File: src/motor_power_estimator_top_macros.svh
// Assertion macros for the motor power estimator.
// Used by motor_power_estimator_top; expects signals clock and reset in scope.
`ifndef MOTOR_POWER_ESTIMATOR_TOP_MACROS_SVH
`define MOTOR_POWER_ESTIMATOR_TOP_MACROS_SVH

// same-cycle implication
`define MPE_ASSERT_NOW(label, ante, cons, msg) \
   label: assert property (@(posedge clock) disable iff (reset) (ante) |-> (cons)) \
      else $error(msg);

// next-cycle implication
`define MPE_ASSERT_NEXT(label, ante, cons, msg) \
   label: assert property (@(posedge clock) disable iff (reset) (ante) |=> (cons)) \
      else $error(msg);

`endif

File: src/mpe_pkg.sv
// Shared types and constants of the motor power estimator.
// No dependencies.
package mpe_pkg;

   localparam int unsigned SQRT3_Q16     = 113512;
   localparam logic [15:0] GAIN_RESET    = 16'd4588;
   localparam logic [15:0] MIN_BUS_RESET = 16'd3;

   localparam logic REG_GAIN = 1'b0;
   localparam logic REG_MIN  = 1'b1;

   typedef enum logic [3:0] {
      OP_NONE, OP_SQA, OP_SQB, OP_X, OP_Y, OP_Z, OP_T, OP_P,
      OP_D, OP_G, OP_A, OP_DV, OP_MD, OP_MG, OP_MA
   } op_type;

   typedef struct packed {
      logic   accept;
      op_type op;
      logic   load_out;
   } cmd_type;

   typedef struct packed {
      logic sqrt_busy;
      logic div_busy;
   } status_type;

endpackage

File: src/mpe_sqrt.sv
// Bit-serial integer square root: floor(sqrt(radicand * 2^32)), one root bit a cycle.
// No dependencies.
module mpe_sqrt (
   input  logic        clock,
   input  logic        reset,
   input  logic        start,
   input  logic [31:0] radicand,
   output logic        busy,
   output logic [31:0] root
);

   logic [63:0] rad_ff, rad_in;
   logic [33:0] rem_ff, rem_in;
   logic [31:0] root_ff, root_in;
   logic [4:0]  cnt_ff, cnt_in;
   logic        busy_ff, busy_in;
   logic [35:0] rem_t, trial;

   always_comb begin
      rem_t   = {rem_ff, rad_ff[63:62]};
      trial   = {2'b00, root_ff, 2'b01};
      rad_in  = rad_ff;
      rem_in  = rem_ff;
      root_in = root_ff;
      cnt_in  = cnt_ff;
      busy_in = busy_ff;
      if (start) begin
         rad_in  = {radicand, 32'd0};
         rem_in  = '0;
         root_in = '0;
         cnt_in  = '0;
         busy_in = 1'b1;
      end else if (busy_ff) begin
         rad_in = {rad_ff[61:0], 2'b00};
         if (rem_t >= trial) begin
            rem_in  = 34'(rem_t - trial);
            root_in = {root_ff[30:0], 1'b1};
         end else begin
            rem_in  = rem_t[33:0];
            root_in = {root_ff[30:0], 1'b0};
         end
         cnt_in = cnt_ff + 5'd1;
         if (cnt_ff == 5'd31) begin
            busy_in = 1'b0;
         end
      end
   end

   always_ff @(posedge clock) begin
      if (reset) begin
         busy_ff <= 1'b0;
      end else begin
         busy_ff <= busy_in;
      end
      rad_ff  <= rad_in;
      rem_ff  <= rem_in;
      root_ff <= root_in;
      cnt_ff  <= cnt_in;
   end

   assign busy = busy_ff;
   assign root = root_ff;

endmodule

File: src/mpe_div.sv
// Serial signed divider with 16-bit saturation: dividend / divisor, truncated; zero when enable is low.
// No dependencies.
module mpe_div (
   input  logic               clock,
   input  logic               reset,
   input  logic               start,
   input  logic               enable,
   input  logic signed [47:0] dividend,
   input  logic        [15:0] divisor,
   output logic               busy,
   output logic signed [15:0] quotient
);

   logic [30:0]        rem_ff, rem_in;
   logic [30:0]        dsh_ff, dsh_in;
   logic [14:0]        q_ff, q_in;
   logic [3:0]         cnt_ff, cnt_in;
   logic               neg_ff, neg_in;
   logic               busy_ff, busy_in;
   logic signed [15:0] res_ff, res_in;
   logic [47:0]        mag, lim;

   always_comb begin
      mag     = dividend[47] ? 48'(-dividend) : 48'(dividend);
      lim     = {17'd0, divisor, 15'd0};
      rem_in  = rem_ff;
      dsh_in  = dsh_ff;
      q_in    = q_ff;
      cnt_in  = cnt_ff;
      neg_in  = neg_ff;
      busy_in = busy_ff;
      res_in  = res_ff;
      if (start) begin
         neg_in = dividend[47];
         rem_in = mag[30:0];
         dsh_in = {1'b0, divisor, 14'd0};
         q_in   = '0;
         cnt_in = '0;
         if (!enable) begin
            res_in = '0;
         end else if (mag >= lim) begin
            res_in = dividend[47] ? 16'sh8000 : 16'sh7fff;
         end else begin
            busy_in = 1'b1;
         end
      end else if (busy_ff) begin
         if (rem_ff >= dsh_ff) begin
            rem_in = rem_ff - dsh_ff;
            q_in   = {q_ff[13:0], 1'b1};
         end else begin
            q_in   = {q_ff[13:0], 1'b0};
         end
         dsh_in = dsh_ff >> 1;
         cnt_in = cnt_ff + 4'd1;
         if (cnt_ff == 4'd14) begin
            busy_in = 1'b0;
            res_in  = neg_ff ? -$signed({1'b0, q_in}) : $signed({1'b0, q_in});
         end
      end
   end

   always_ff @(posedge clock) begin
      if (reset) begin
         busy_ff <= 1'b0;
      end else begin
         busy_ff <= busy_in;
      end
      rem_ff <= rem_in;
      dsh_ff <= dsh_in;
      q_ff   <= q_in;
      cnt_ff <= cnt_in;
      neg_ff <= neg_in;
      res_ff <= res_in;
   end

   assign busy     = busy_ff;
   assign quotient = res_ff;

endmodule

File: src/mpe_datapath.sv
// Datapath: operand registers, shared 37x18 multiplier, filters, output registers.
// Depends on mpe_pkg, mpe_sqrt, mpe_div.
module mpe_datapath (
   input  logic                clock,
   input  logic                reset,
   input  mpe_pkg::cmd_type    cmd,
   output mpe_pkg::status_type status,
   input  logic [15:0]         duty_a,
   input  logic [15:0]         duty_b,
   input  logic [15:0]         duty_c,
   input  logic [15:0]         bus_voltage,
   input  logic signed [15:0]  current_alpha,
   input  logic signed [15:0]  current_beta,
   input  logic [15:0]         cfg_gain,
   input  logic [15:0]         cfg_min,
   output logic signed [47:0]  filtered_power,
   output logic signed [15:0]  battery_current,
   output logic [15:0]         phase_current
);

   logic signed [15:0] ia_ff, ib_ff;
   logic [15:0]        vb_ff;
   logic signed [17:0] sa_ff;
   logic signed [16:0] sbc_ff;
   logic signed [54:0] prod_ff;
   logic [31:0]        sqa_ff;
   logic signed [33:0] x_ff;
   logic signed [36:0] t_ff, d_ff;
   logic signed [47:0] pacc_ff, pacc_in;
   logic [31:0]        macc_ff, macc_in;
   logic signed [47:0] fp_ff;
   logic signed [15:0] bat_ff;
   logic [15:0]        ph_ff;

   logic signed [36:0] mul_a;
   logic signed [17:0] mul_b;
   logic signed [54:0] mul_p;
   logic signed [51:0] inner;
   logic signed [54:0] p_round, acc_round;
   logic signed [36:0] p_val;
   logic signed [32:0] dm;
   logic [31:0]        sq_sum, root;
   logic               sqrt_busy, div_busy;
   logic signed [15:0] quot;

   always_comb begin
      unique case (cmd.op) inside
         mpe_pkg::OP_SQA: begin mul_a = 37'(ia_ff); mul_b = 18'(ia_ff); end
         mpe_pkg::OP_SQB: begin mul_a = 37'(ib_ff); mul_b = 18'(ib_ff); end
         mpe_pkg::OP_X:   begin mul_a = 37'(ia_ff); mul_b = sa_ff; end
         mpe_pkg::OP_Y:   begin mul_a = 37'(ib_ff); mul_b = 18'(sbc_ff); end
         mpe_pkg::OP_Z: begin
            mul_a = prod_ff[36:0];
            mul_b = 18'(mpe_pkg::SQRT3_Q16);
         end
         mpe_pkg::OP_P:   begin mul_a = t_ff; mul_b = $signed({2'b00, vb_ff}); end
         mpe_pkg::OP_G, mpe_pkg::OP_MG: begin
            mul_a = d_ff;
            mul_b = $signed({2'b00, cfg_gain});
         end
         default:         begin mul_a = '0; mul_b = '0; end
      endcase
      mul_p     = mul_a * mul_b;
      sq_sum    = sqa_ff + prod_ff[31:0];
      inner     = $signed({{2{x_ff[33]}}, x_ff, 16'd0}) + prod_ff[51:0] + 52'sd32768;
      p_round   = prod_ff + 55'sd65536;
      p_val     = p_round[53:17];
      acc_round = prod_ff + 55'sd32768;
      dm        = $signed({1'b0, root}) - $signed({1'b0, macc_ff});
      pacc_in   = pacc_ff;
      macc_in   = macc_ff;
      if (cmd.op == mpe_pkg::OP_A) begin
         pacc_in = pacc_ff + {{9{acc_round[54]}}, acc_round[54:16]};
      end
      if (cmd.op == mpe_pkg::OP_MA) begin
         macc_in = macc_ff + acc_round[47:16];
      end
   end

   always_ff @(posedge clock) begin
      if (reset) begin
         pacc_ff <= '0;
         macc_ff <= '0;
      end else begin
         pacc_ff <= pacc_in;
         macc_ff <= macc_in;
      end
      if (cmd.accept) begin
         ia_ff  <= current_alpha;
         ib_ff  <= current_beta;
         vb_ff  <= bus_voltage;
         sa_ff  <= $signed({1'b0, duty_a, 1'b0}) - $signed({2'b00, duty_b})
                   - $signed({2'b00, duty_c});
         sbc_ff <= $signed({1'b0, duty_b}) - $signed({1'b0, duty_c});
      end
      prod_ff <= mul_p;
      if (cmd.op == mpe_pkg::OP_SQB) sqa_ff <= prod_ff[31:0];
      if (cmd.op == mpe_pkg::OP_Y)   x_ff   <= prod_ff[33:0];
      if (cmd.op == mpe_pkg::OP_T)   t_ff   <= {inner[51], inner[51:16]};
      if (cmd.op == mpe_pkg::OP_D)   d_ff   <= p_val - pacc_ff[36:0];
      if (cmd.op == mpe_pkg::OP_MD)  d_ff   <= {{4{dm[32]}}, dm};
      if (cmd.load_out) begin
         fp_ff  <= pacc_ff;
         bat_ff <= quot;
         ph_ff  <= macc_ff[31:16];
      end
   end

   mpe_sqrt u_sqrt (
      .clock    (clock),
      .reset    (reset),
      .start    (cmd.op == mpe_pkg::OP_X),
      .radicand (sq_sum),
      .busy     (sqrt_busy),
      .root     (root)
   );

   mpe_div u_div (
      .clock    (clock),
      .reset    (reset),
      .start    (cmd.op == mpe_pkg::OP_DV),
      .enable   (vb_ff > cfg_min),
      .dividend (pacc_ff),
      .divisor  (vb_ff),
      .busy     (div_busy),
      .quotient (quot)
   );

   assign status.sqrt_busy = sqrt_busy;
   assign status.div_busy  = div_busy;
   assign filtered_power   = fp_ff;
   assign battery_current  = bat_ff;
   assign phase_current    = ph_ff;

endmodule

File: src/mpe_ctrl.sv
// Controller: sequences the datapath steps and owns both handshakes.
// Depends on mpe_pkg.
module mpe_ctrl (
   input  logic                clock,
   input  logic                reset,
   input  logic                req_valid,
   output logic                req_ready,
   output logic                rsp_valid,
   input  logic                rsp_ready,
   input  mpe_pkg::status_type status,
   output mpe_pkg::cmd_type    cmd
);

   typedef enum logic [16:0] {
      ST_IDLE = 17'h00001, ST_SQA = 17'h00002, ST_SQB = 17'h00004,
      ST_X    = 17'h00008, ST_Y   = 17'h00010, ST_Z   = 17'h00020,
      ST_T    = 17'h00040, ST_P   = 17'h00080, ST_D   = 17'h00100,
      ST_G    = 17'h00200, ST_A   = 17'h00400, ST_DV  = 17'h00800,
      ST_WAIT = 17'h01000, ST_MD  = 17'h02000, ST_MG  = 17'h04000,
      ST_MA   = 17'h08000, ST_OUT = 17'h10000
   } state_type;

   state_type state_ff, state_in;
   logic      rsp_valid_ff, rsp_valid_in;

   always_comb begin
      state_in     = state_ff;
      cmd.accept   = 1'b0;
      cmd.op       = mpe_pkg::OP_NONE;
      cmd.load_out = 1'b0;
      unique case (state_ff)
         ST_IDLE: begin
            cmd.accept = req_valid;
            if (req_valid) state_in = ST_SQA;
         end
         ST_SQA: begin cmd.op = mpe_pkg::OP_SQA; state_in = ST_SQB; end
         ST_SQB: begin cmd.op = mpe_pkg::OP_SQB; state_in = ST_X; end
         ST_X:   begin cmd.op = mpe_pkg::OP_X;   state_in = ST_Y; end
         ST_Y:   begin cmd.op = mpe_pkg::OP_Y;   state_in = ST_Z; end
         ST_Z:   begin cmd.op = mpe_pkg::OP_Z;   state_in = ST_T; end
         ST_T:   begin cmd.op = mpe_pkg::OP_T;   state_in = ST_P; end
         ST_P:   begin cmd.op = mpe_pkg::OP_P;   state_in = ST_D; end
         ST_D:   begin cmd.op = mpe_pkg::OP_D;   state_in = ST_G; end
         ST_G:   begin cmd.op = mpe_pkg::OP_G;   state_in = ST_A; end
         ST_A:   begin cmd.op = mpe_pkg::OP_A;   state_in = ST_DV; end
         ST_DV:  begin cmd.op = mpe_pkg::OP_DV;  state_in = ST_WAIT; end
         ST_WAIT: begin
            if (!status.sqrt_busy && !status.div_busy) state_in = ST_MD;
         end
         ST_MD:  begin cmd.op = mpe_pkg::OP_MD;  state_in = ST_MG; end
         ST_MG:  begin cmd.op = mpe_pkg::OP_MG;  state_in = ST_MA; end
         ST_MA:  begin cmd.op = mpe_pkg::OP_MA;  state_in = ST_OUT; end
         ST_OUT: begin
            if (!rsp_valid_ff || rsp_ready) begin
               cmd.load_out = 1'b1;
               state_in     = ST_IDLE;
            end
         end
         default: state_in = ST_IDLE;
      endcase
      if (cmd.load_out) begin
         rsp_valid_in = 1'b1;
      end else if (rsp_ready) begin
         rsp_valid_in = 1'b0;
      end else begin
         rsp_valid_in = rsp_valid_ff;
      end
   end

   always_ff @(posedge clock) begin
      if (reset) begin
         state_ff     <= ST_IDLE;
         rsp_valid_ff <= 1'b0;
      end else begin
         state_ff     <= state_in;
         rsp_valid_ff <= rsp_valid_in;
      end
   end

   assign req_ready = (state_ff == ST_IDLE);
   assign rsp_valid = rsp_valid_ff;

endmodule

File: src/motor_power_estimator_top.sv
// Motor power estimator top level: APB registers, controller and datapath.
// Depends on mpe_pkg, mpe_ctrl, mpe_datapath and the assertion macro header.
//
// Input transfer (req_*): three Q0.16 duties, bus voltage, alpha/beta currents.
// Result transfer (rsp_*): filtered power, battery current, phase current.
// One item at a time: req_ready is high only while the sequencer is idle.
// After the accepting edge the sequencer runs two squares, then starts the
// bit-serial square root; the power products on the shared multiplier and the
// divider run while it iterates. Once both are idle the magnitude filter steps
// run, and loading the result into the output register raises rsp_valid.
// The result sits in an output register; the next item is accepted while it
// waits. If the receiver stalls, the following item finishes and holds in
// its last step until the output register frees.
// Reset (synchronous) clears both filter accumulators, loads the register
// defaults (gain 4588, minimum bus voltage 3) and drops rsp_valid.
// Registers: filter_gain at address 0, min_bus_voltage at address 4.
`include "motor_power_estimator_top_macros.svh"
module motor_power_estimator_top (
   input  logic               clock,
   input  logic               reset,
   input  logic               req_valid,
   output logic               req_ready,
   input  logic [15:0]        req_duty_a,
   input  logic [15:0]        req_duty_b,
   input  logic [15:0]        req_duty_c,
   input  logic [15:0]        req_bus_voltage,
   input  logic signed [15:0] req_current_alpha,
   input  logic signed [15:0] req_current_beta,
   output logic               rsp_valid,
   input  logic               rsp_ready,
   output logic signed [47:0] rsp_filtered_power,
   output logic signed [15:0] rsp_battery_current,
   output logic [15:0]        rsp_phase_current,
   input  logic               psel,
   input  logic               penable,
   input  logic               pwrite,
   input  logic [2:0]         paddr,
   input  logic [31:0]        pwdata,
   output logic [31:0]        prdata,
   output logic               pready
);

   logic [15:0]         gain_ff, min_ff;
   logic                wr;
   mpe_pkg::cmd_type    cmd;
   mpe_pkg::status_type status;

   assign pready = 1'b1;
   assign wr     = psel && penable && pwrite;

   always_ff @(posedge clock) begin
      if (reset) begin
         gain_ff <= mpe_pkg::GAIN_RESET;
         min_ff  <= mpe_pkg::MIN_BUS_RESET;
      end else if (wr) begin
         unique case (paddr[2])
            mpe_pkg::REG_GAIN: gain_ff <= pwdata[15:0];
            mpe_pkg::REG_MIN:  min_ff  <= pwdata[15:0];
            default: ;
         endcase
      end
   end

   always_comb begin
      unique case (paddr[2])
         mpe_pkg::REG_GAIN: prdata = {16'd0, gain_ff};
         mpe_pkg::REG_MIN:  prdata = {16'd0, min_ff};
         default:           prdata = '0;
      endcase
   end

   mpe_ctrl u_ctrl (
      .clock     (clock),
      .reset     (reset),
      .req_valid (req_valid),
      .req_ready (req_ready),
      .rsp_valid (rsp_valid),
      .rsp_ready (rsp_ready),
      .status    (status),
      .cmd       (cmd)
   );

   mpe_datapath u_dp (
      .clock           (clock),
      .reset           (reset),
      .cmd             (cmd),
      .status          (status),
      .duty_a          (req_duty_a),
      .duty_b          (req_duty_b),
      .duty_c          (req_duty_c),
      .bus_voltage     (req_bus_voltage),
      .current_alpha   (req_current_alpha),
      .current_beta    (req_current_beta),
      .cfg_gain        (gain_ff),
      .cfg_min         (min_ff),
      .filtered_power  (rsp_filtered_power),
      .battery_current (rsp_battery_current),
      .phase_current   (rsp_phase_current)
   );

   `MPE_ASSERT_NOW(a_accept_units_idle, req_valid && req_ready,
      !status.sqrt_busy && !status.div_busy, "item accepted while a unit is busy")
   `MPE_ASSERT_NOW(a_load_units_idle, cmd.load_out,
      !status.sqrt_busy && !status.div_busy, "result loaded before units finished")
   `MPE_ASSERT_NEXT(a_busy_after_accept, req_valid && req_ready,
      !req_ready, "ready stayed high after a transfer")

endmodule

File: config.mk
export PLATFORM = sky130hd
export DESIGN_NAME = motor_power_estimator_top
export DESIGN_NICKNAME = d
export VERILOG_FILES = /design/src/mpe_pkg.sv /design/src/mpe_sqrt.sv /design/src/mpe_div.sv /design/src/mpe_datapath.sv /design/src/mpe_ctrl.sv /design/src/motor_power_estimator_top.sv
export VERILOG_INCLUDE_DIRS = /design/src /design/src/src
export SDC_FILE = /design/constraint.sdc
export NUM_CORES = 2
export LEC_CHECK = 0
export ABC_AREA = 1
export BUFFER_PORTS_ARGS = -buffer_cell sky130_fd_sc_hd__clkbuf_2
export CORE_MARGIN = 8
export CORE_UTILIZATION = 36
export DETAILED_ROUTE_END_ITERATION = 12
export GPL_TIMING_DRIVEN = 0
export MAX_ROUTING_LAYER = met4
export PLACE_DENSITY_LB_ADDON = 0.05
export SYNTH_ARGS = -nofsm -noshare
export SYNTH_HDL_FRONTEND = slang
export SYNTH_SLANG_ARGS = --single-unit
File: constraint.sdc
create_clock -name clock -period 22.8 [get_ports clock]
set_input_delay 3.42 -clock clock [delete_from_list [all_inputs] [get_ports clock]]
set_output_delay 3.42 -clock clock [all_outputs]
set_load 0.01 [all_outputs]
# ---- Word level (Yosys, flattened, before mapping)
# Index checks and enable logic that the tools add are counted.
dict set report word_totals {
  register_bits 688
  latch_bits 0
  ram_bits 0
  mem_bits_ro 0
  memories 0
}
dict set report classes {
  add_sub_neg 18
  mul 1
  div 0
  n_lt_le_gt_ge 4
  n_eq_ne 39
  shifts 0
  muxes 43
  bitwise_logic 1
  reduce_logical 22
}
# operator count
set ops {}
lappend ops {{17-bit case mux with 17 select lines} 1}
lappend ops {{37-bit case mux with 5 select lines} 1}
lappend ops {{64-bit 2-to-1 mux} 2}
lappend ops {{18-bit case mux with 7 select lines} 1}
lappend ops {{16-bit 2-to-1 mux} 7}
lappend ops {{31-bit 2-to-1 mux} 3}
lappend ops {{37-bit 2-to-1 mux} 2}
lappend ops {{32-bit adder} 2}
lappend ops {{32-bit case mux with 2 select lines} 1}
lappend ops {{30-bit 2-to-1 mux} 2}
lappend ops {{4-bit case mux with 14 select lines} 1}
lappend ops {{55-bit by 17-bit adder with 55-bit output (second input constant)} 1}
lappend ops {{37-bit by 18-bit multiplier with 55-bit output} 1}
lappend ops {{54-bit by 18-bit adder with 54-bit output (second input constant)} 1}
lappend ops {{52-bit by 16-bit adder with 52-bit output (second input constant)} 1}
lappend ops {{52-bit adder} 1}
lappend ops {{17-bit 2-to-1 mux} 3}
lappend ops {{48-bit adder} 1}
lappend ops {{48-bit by 31-bit greater-or-equal comparator with 1-bit output} 1}
lappend ops {{48-bit 2-to-1 mux} 1}
lappend ops {{48-bit negator} 1}
lappend ops {{37-bit subtractor} 1}
lappend ops {{36-bit by 34-bit greater-or-equal comparator with 1-bit output} 1}
lappend ops {{34-bit 2-to-1 mux} 1}
lappend ops {{other kinds (46)} 90}

# ---- Logic depth before layout (Yosys ltp)
dict set report depth {
  word_depth 9
  depth_mapped 45
}

# ---- Cells and area by module
# A second synthesis with hierarchy kept.
dict set report unflattened {
  cells_unflattened 10142
  area_unflattened_um2 75037.0
}
# module instances cells_each area_per_inst_um2 seq_area_each_um2
set modules_own_cells {}
lappend modules_own_cells {mpe_datapath 1 7507 57343.7 11771.3}
lappend modules_own_cells {mpe_div 1 1198 8126.5 2582.5}
lappend modules_own_cells {mpe_sqrt 1 996 6637.6 2402.3}
lappend modules_own_cells {motor_power_estimator_top 1 257 1687.9 640.6}
lappend modules_own_cells {mpe_ctrl 1 184 1241.2 360.3}

# ---- Least setup slack after synthesis
# OpenSTA, ideal clock, no wires.
dict set report synth_timing {
  path_type {input port to flip-flop}
  start {in rsp_ready}
  end {reg u_dp.bat_ff[0], in the netlist u_dp.battery_current[0], enable pin}
  setup_time_ps 715
  t_arrival_ps 11096
  path_slack_ps 10989
  path_stages 2
  path_buffers 0
  path_cell_list {nor2_1 nor4_1}
}
# element line_no
set synth_rtl {}
lappend synth_rtl {{start, declared} motor_power_estimator_top.sv:30} ;# input logic rsp_ready,
lappend synth_rtl {{end signal, assigned} mpe_datapath.sv:104} ;# bat_ff <= quot;
lappend synth_rtl {{end, declared} mpe_datapath.sv:32} ;# logic signed [15:0] bat_ff;

# ---- Worst setup path in the final report
dict set report layout_timing {
  start {reg u_ctrl.state_ff[16]}
  end {reg u_dp.prod_ff[54]}
}
dict set report layout_between {
  elab_chain_cells 6
  elab_cells_between_ends 29
}
# element line_no
set layout_rtl {}
lappend layout_rtl {{start, declared} mpe_ctrl.sv:23} ;# state_type state_ff, state_in;
lappend layout_rtl {{start signal, assigned} mpe_ctrl.sv:75} ;# state_ff <= state_in;
lappend layout_rtl {{17-bit by 16-bit == test with 1-bit output, or another cell as far along} mpe_ctrl.sv:31} ;# unique case (state_ff)
lappend layout_rtl {{4-bit case mux with 14 select lines *} mpe_ctrl.sv:31}
lappend layout_rtl {{4-bit == test (no source line), or another cell as far along} -}
lappend layout_rtl {{2-bit OR reduction (on tied branches)} -}
lappend layout_rtl {{18-bit case mux with 7 select lines / 37-bit case mux with 5 select lines (equally long branches)} mpe_datapath.sv:47} ;# unique case (cmd.op) inside
lappend layout_rtl {{37-bit by 18-bit multiplier with 55-bit output *} mpe_datapath.sv:63} ;# mul_p = mul_a * mul_b;
lappend layout_rtl {{net u_dp.mul_p[54]} mpe_datapath.sv:37} ;# logic signed [54:0] mul_p;
lappend layout_rtl {{end signal, assigned} mpe_datapath.sv:96} ;# prod_ff <= mul_p;
lappend layout_rtl {{end, declared} mpe_datapath.sv:25} ;# logic signed [54:0] prod_ff;
# Mark *: on every way through the listed nets, which the timed path passes. The rest lies on a longest branch.
# A chain may end at the register's enable or synchronous reset.

==> metrics.yaml <==
routing:
  routedWlPerCell_um: 24.8
  num_vias: 62161
  drt_iter0_drc: 4845
  drt_pass1_iterations: 6
  drc: 0
  routed_via_density: 5.17
  routed_wl_um: 299000
  ant_nets: 0
logic_synthesis:
  synth_area_leaders: "fa_1 19%, edfxtp_1 17%, nand2_1 9.9%"
  ys_seq_elements: 687
  yosysTopAreaCell: "fa_1"
  synth_common_cells: "1867 x nand2_1, 1837 x inv_1, 656 x fa_1"
  avgSynthCellArea_um2: 7.85
  synth_enable_flop_cells: 397
  ys.flop_type: "edfxtp_1"
  ys_async_sr_fraction_pct: 0
  netlist.area_leader.share_pct: 18.6
  syn_area_um2: 70500
  synth.most_common_cell: "nand2_1"
  ys_warn_count: 0
  ys_seq_area_share_pct: 25.2
  yosysUniqueCellTypes: 71
  netlist_instances: 8976
layout:
  syn_to_final_growth_pct: 11.0
  layout-drive-gt1-share_pct: 6.82
  multi_input_area_um2: 44600
  register_area_um2: 17700
  fillCellCount: 20477
  final_cells: 12031
  final_nets: 10606
global_routing:
  grt_pass1_vias: 62348
  grt_max_degree: 42
  gr-total-overflow: 0
  antenna_found_initial: 7
  grtUsageTotal_pct: 28.4
  grt_pass1_wl_um: 429000
power:
  p_per_area_nw_per_um2: 54.9
  p_sw_share_pct: 37.2
  seqPwrFrac_pct: 34.7
  internal-power_mw: 2.70
  p_clk_share_pct: 34.4
  p_leak_nw: 39.0
  pwr-share-comb_pct: 30.9
  vdd_drop_max_mv: 0.0544
  power.switching_mw: 1.60
  power_mw: 4.30
timing:
  setup_tns_ns: 0
  drv_slew: 17
  rsz0062_at_grt: "no"
  tightest_slew_ns: 1.63
  fin_crit_ns: 11.50
  finalClockSkew_ns: 0.0555
  setup_viol: 0
  hold_violations: 0
  max-slew-margin-rel_pct: -8.44
  fmax_mhz: 86.9
  period_share_pct: 50.4
floorplanning:
  initial_utilization_pct: 36.2
  core_region_area_um2: 195000
  io_pins: 253
  die_w_um: 458
  num_rows: 162
  design.die.area_um2: 210000
  dieHeight_um: 458
placement:
  dpl.hpwl_um: 251000
  finalWeightedCongestion: 0.978
  dp_cells: 11851
  numPortBuffers: 217
clocking:
  cts_tree: "built"
  cts.clk_slew.worst_paths_ns: 0.06
  htreeDepth: 3
  cts_setup_buffers: 0
  numCtsBuffers: 87
  cts-hold-fix-buffers: 0
  cts_repair_resize_count: 0
  cts_buffer_depth: 3
  clkSinkCount: 687
  insertion_delay_ns: 0.73
  cts-root-buf: "clkbuf_16"
worst_setup_path:
  path_common_cell: "fa_1"
  cp-end-kind: "flop"
  critPathRequiredTime_ns: 23.39
  path_max_fanout: 10
  startpoint_type: "flop"
  cpMaxStageDelayCell: "o31ai_1"
  critPathArrivalTime_ns: 12.10
  cp_slowest_stage_delay_ns: 1.02
  crit_type: "flop to flop"
min_path:
  hold_path_class: "flop to flop"
run_status:
  failed_checks: "capacitance limit, slew limit"
  outcome: "finished, violations left"
run:
  drv_cap: 2
==> state kept, by name, indices dropped and copies added (netlist names), 30 cells and up <==
register	flops
u_dp.prod_ff	55
u_dp.u_div.dsh_ff	30
u_dp.u_sqrt.root	32
u_dp.u_sqrt.rad_ff	32
u_dp.d_ff	37
u_dp.u_div.rem_ff	31
u_dp.pacc_ff	48
u_dp.u_sqrt.rem_ff	34
u_dp.sqa_ff	32
u_dp.x_ff	34
u_dp.macc_ff	32
u_dp.t_ff	36
u_dp.filtered_power	48
==> power groups by stage <==
| stage | Combinational, mW | Clock [mW] | Sequential (mW) |
|---|---|---|---|
| final | 1.33 | 1.48 | 1.49 |
| after global routing | 1.45 | 1.55 | 1.49 |
| after CTS | 1.32 | 1.51 | 1.49 |
| after detailed placement | 1.31 | 0 | 1.51 |
| after global placement | 1.30 | 0 | 1.52 |
| after floorplan | 0.827 | 0 | 1.48 |
==> kinds of logic (layout without fill, tap and decap cells) <==
logic type | count (synthesis) | after routing | synth area share, %
and+or+nand+nor | 3163 | 3163 | 18.9
buffers and inverters | 2102 | 2499 | 11.7
AOI/OAI and AO/OA | 1493 | 1493 | 12.2
adders and majority gates | 1152 | 1152 | 27.4
DFF | 687 | 687 | 25.2
xor gates and xnor gates | 373 | 373 | 4.64
muxes | 4 | 4 | 0.0568
other | 2 | 36 | 0.0107
==> routing by layer <==
metal	global-route usage [%]	vias up	share of wire, %
met2	46.5	1884	47
met3	3.01	377	5.1
met5	-	-	0
met1	36.4	30644	43
met4	10.4	0	4.4
li1	-	29256	-
==> layout by cell type (no fill, tap or decap), types with 218 or more instances in the layout <==
cell type	netlist	routed
inv_1	1837	1836
a21oi_1	573	573
dfxtp_1	290	290
nand2_1	1867	1865
ha_1	496	496
nor2_1	655	653
o21ai_0	495	495
clkbuf_2	0	218
edfxtp_1	397	397
fa_1	656	656
xor2_1	261	261
nand3_1	287	287
==> area by class of cell <==
cell class | instances | share of cell area, %
Multi-Input combinational cell | 6202 | 57.0
Clock buffer | 104 | 3.02
Inverter | 1867 | 8.96
Buffer | 235 | 1.54
Sequential cell | 687 | 22.7
Timing Repair Buffer | 236 | 1.69
Antenna cell | 19 | 0.0608
Tap cell | 2624 | 4.20
Clock inverter | 57 | 0.843
==> metrics by stage <==
stage	hold WS (ns)	instance area [um2]	setup WS, ns	util (%)
finish	0.414	78200	11.30	40.2
global route	0.421	78200	11.15	40.2
CTS	0.413	78200	11.32	40.1
detailed placement	0.405	75200	11.36	38.6
global placement	0.402	74900	5.91	38.5
floorplan	0.400	70500	10.99	-
==> critical path, delay by kind of cell (launching register included) <==
family                     cells  cell delay [ns]
adders and majority gates      7             3.27
buffers and inverters          9             1.75
xor gates and xnor gates       1             0.33
DFF                            1             0.49
and+or+nand+nor               12             2.93
AOI/OAI and AO/OA              4             2.50
==> path summary, 6_finish.rpt <==
| path | cells past startpoint | from | slack (ns) | endpoint |
|---|---|---|---|---|
| setup reg to reg | 33 | u_ctrl.state_ff[16] | 11.30 | u_dp.prod_ff[54] |
| setup / recovery | 33 | u_ctrl.state_ff[16] | 11.30 | u_dp.prod_ff[54] |
| hold / removal | 0 | u_dp.u_div.quotient[6] | 0.41 | u_dp.battery_current[6] |
| hold reg to reg | 0 | u_dp.u_div.quotient[6] | 0.41 | u_dp.battery_current[6] |
No activity file was read; power rests on OpenSTA's default activity.
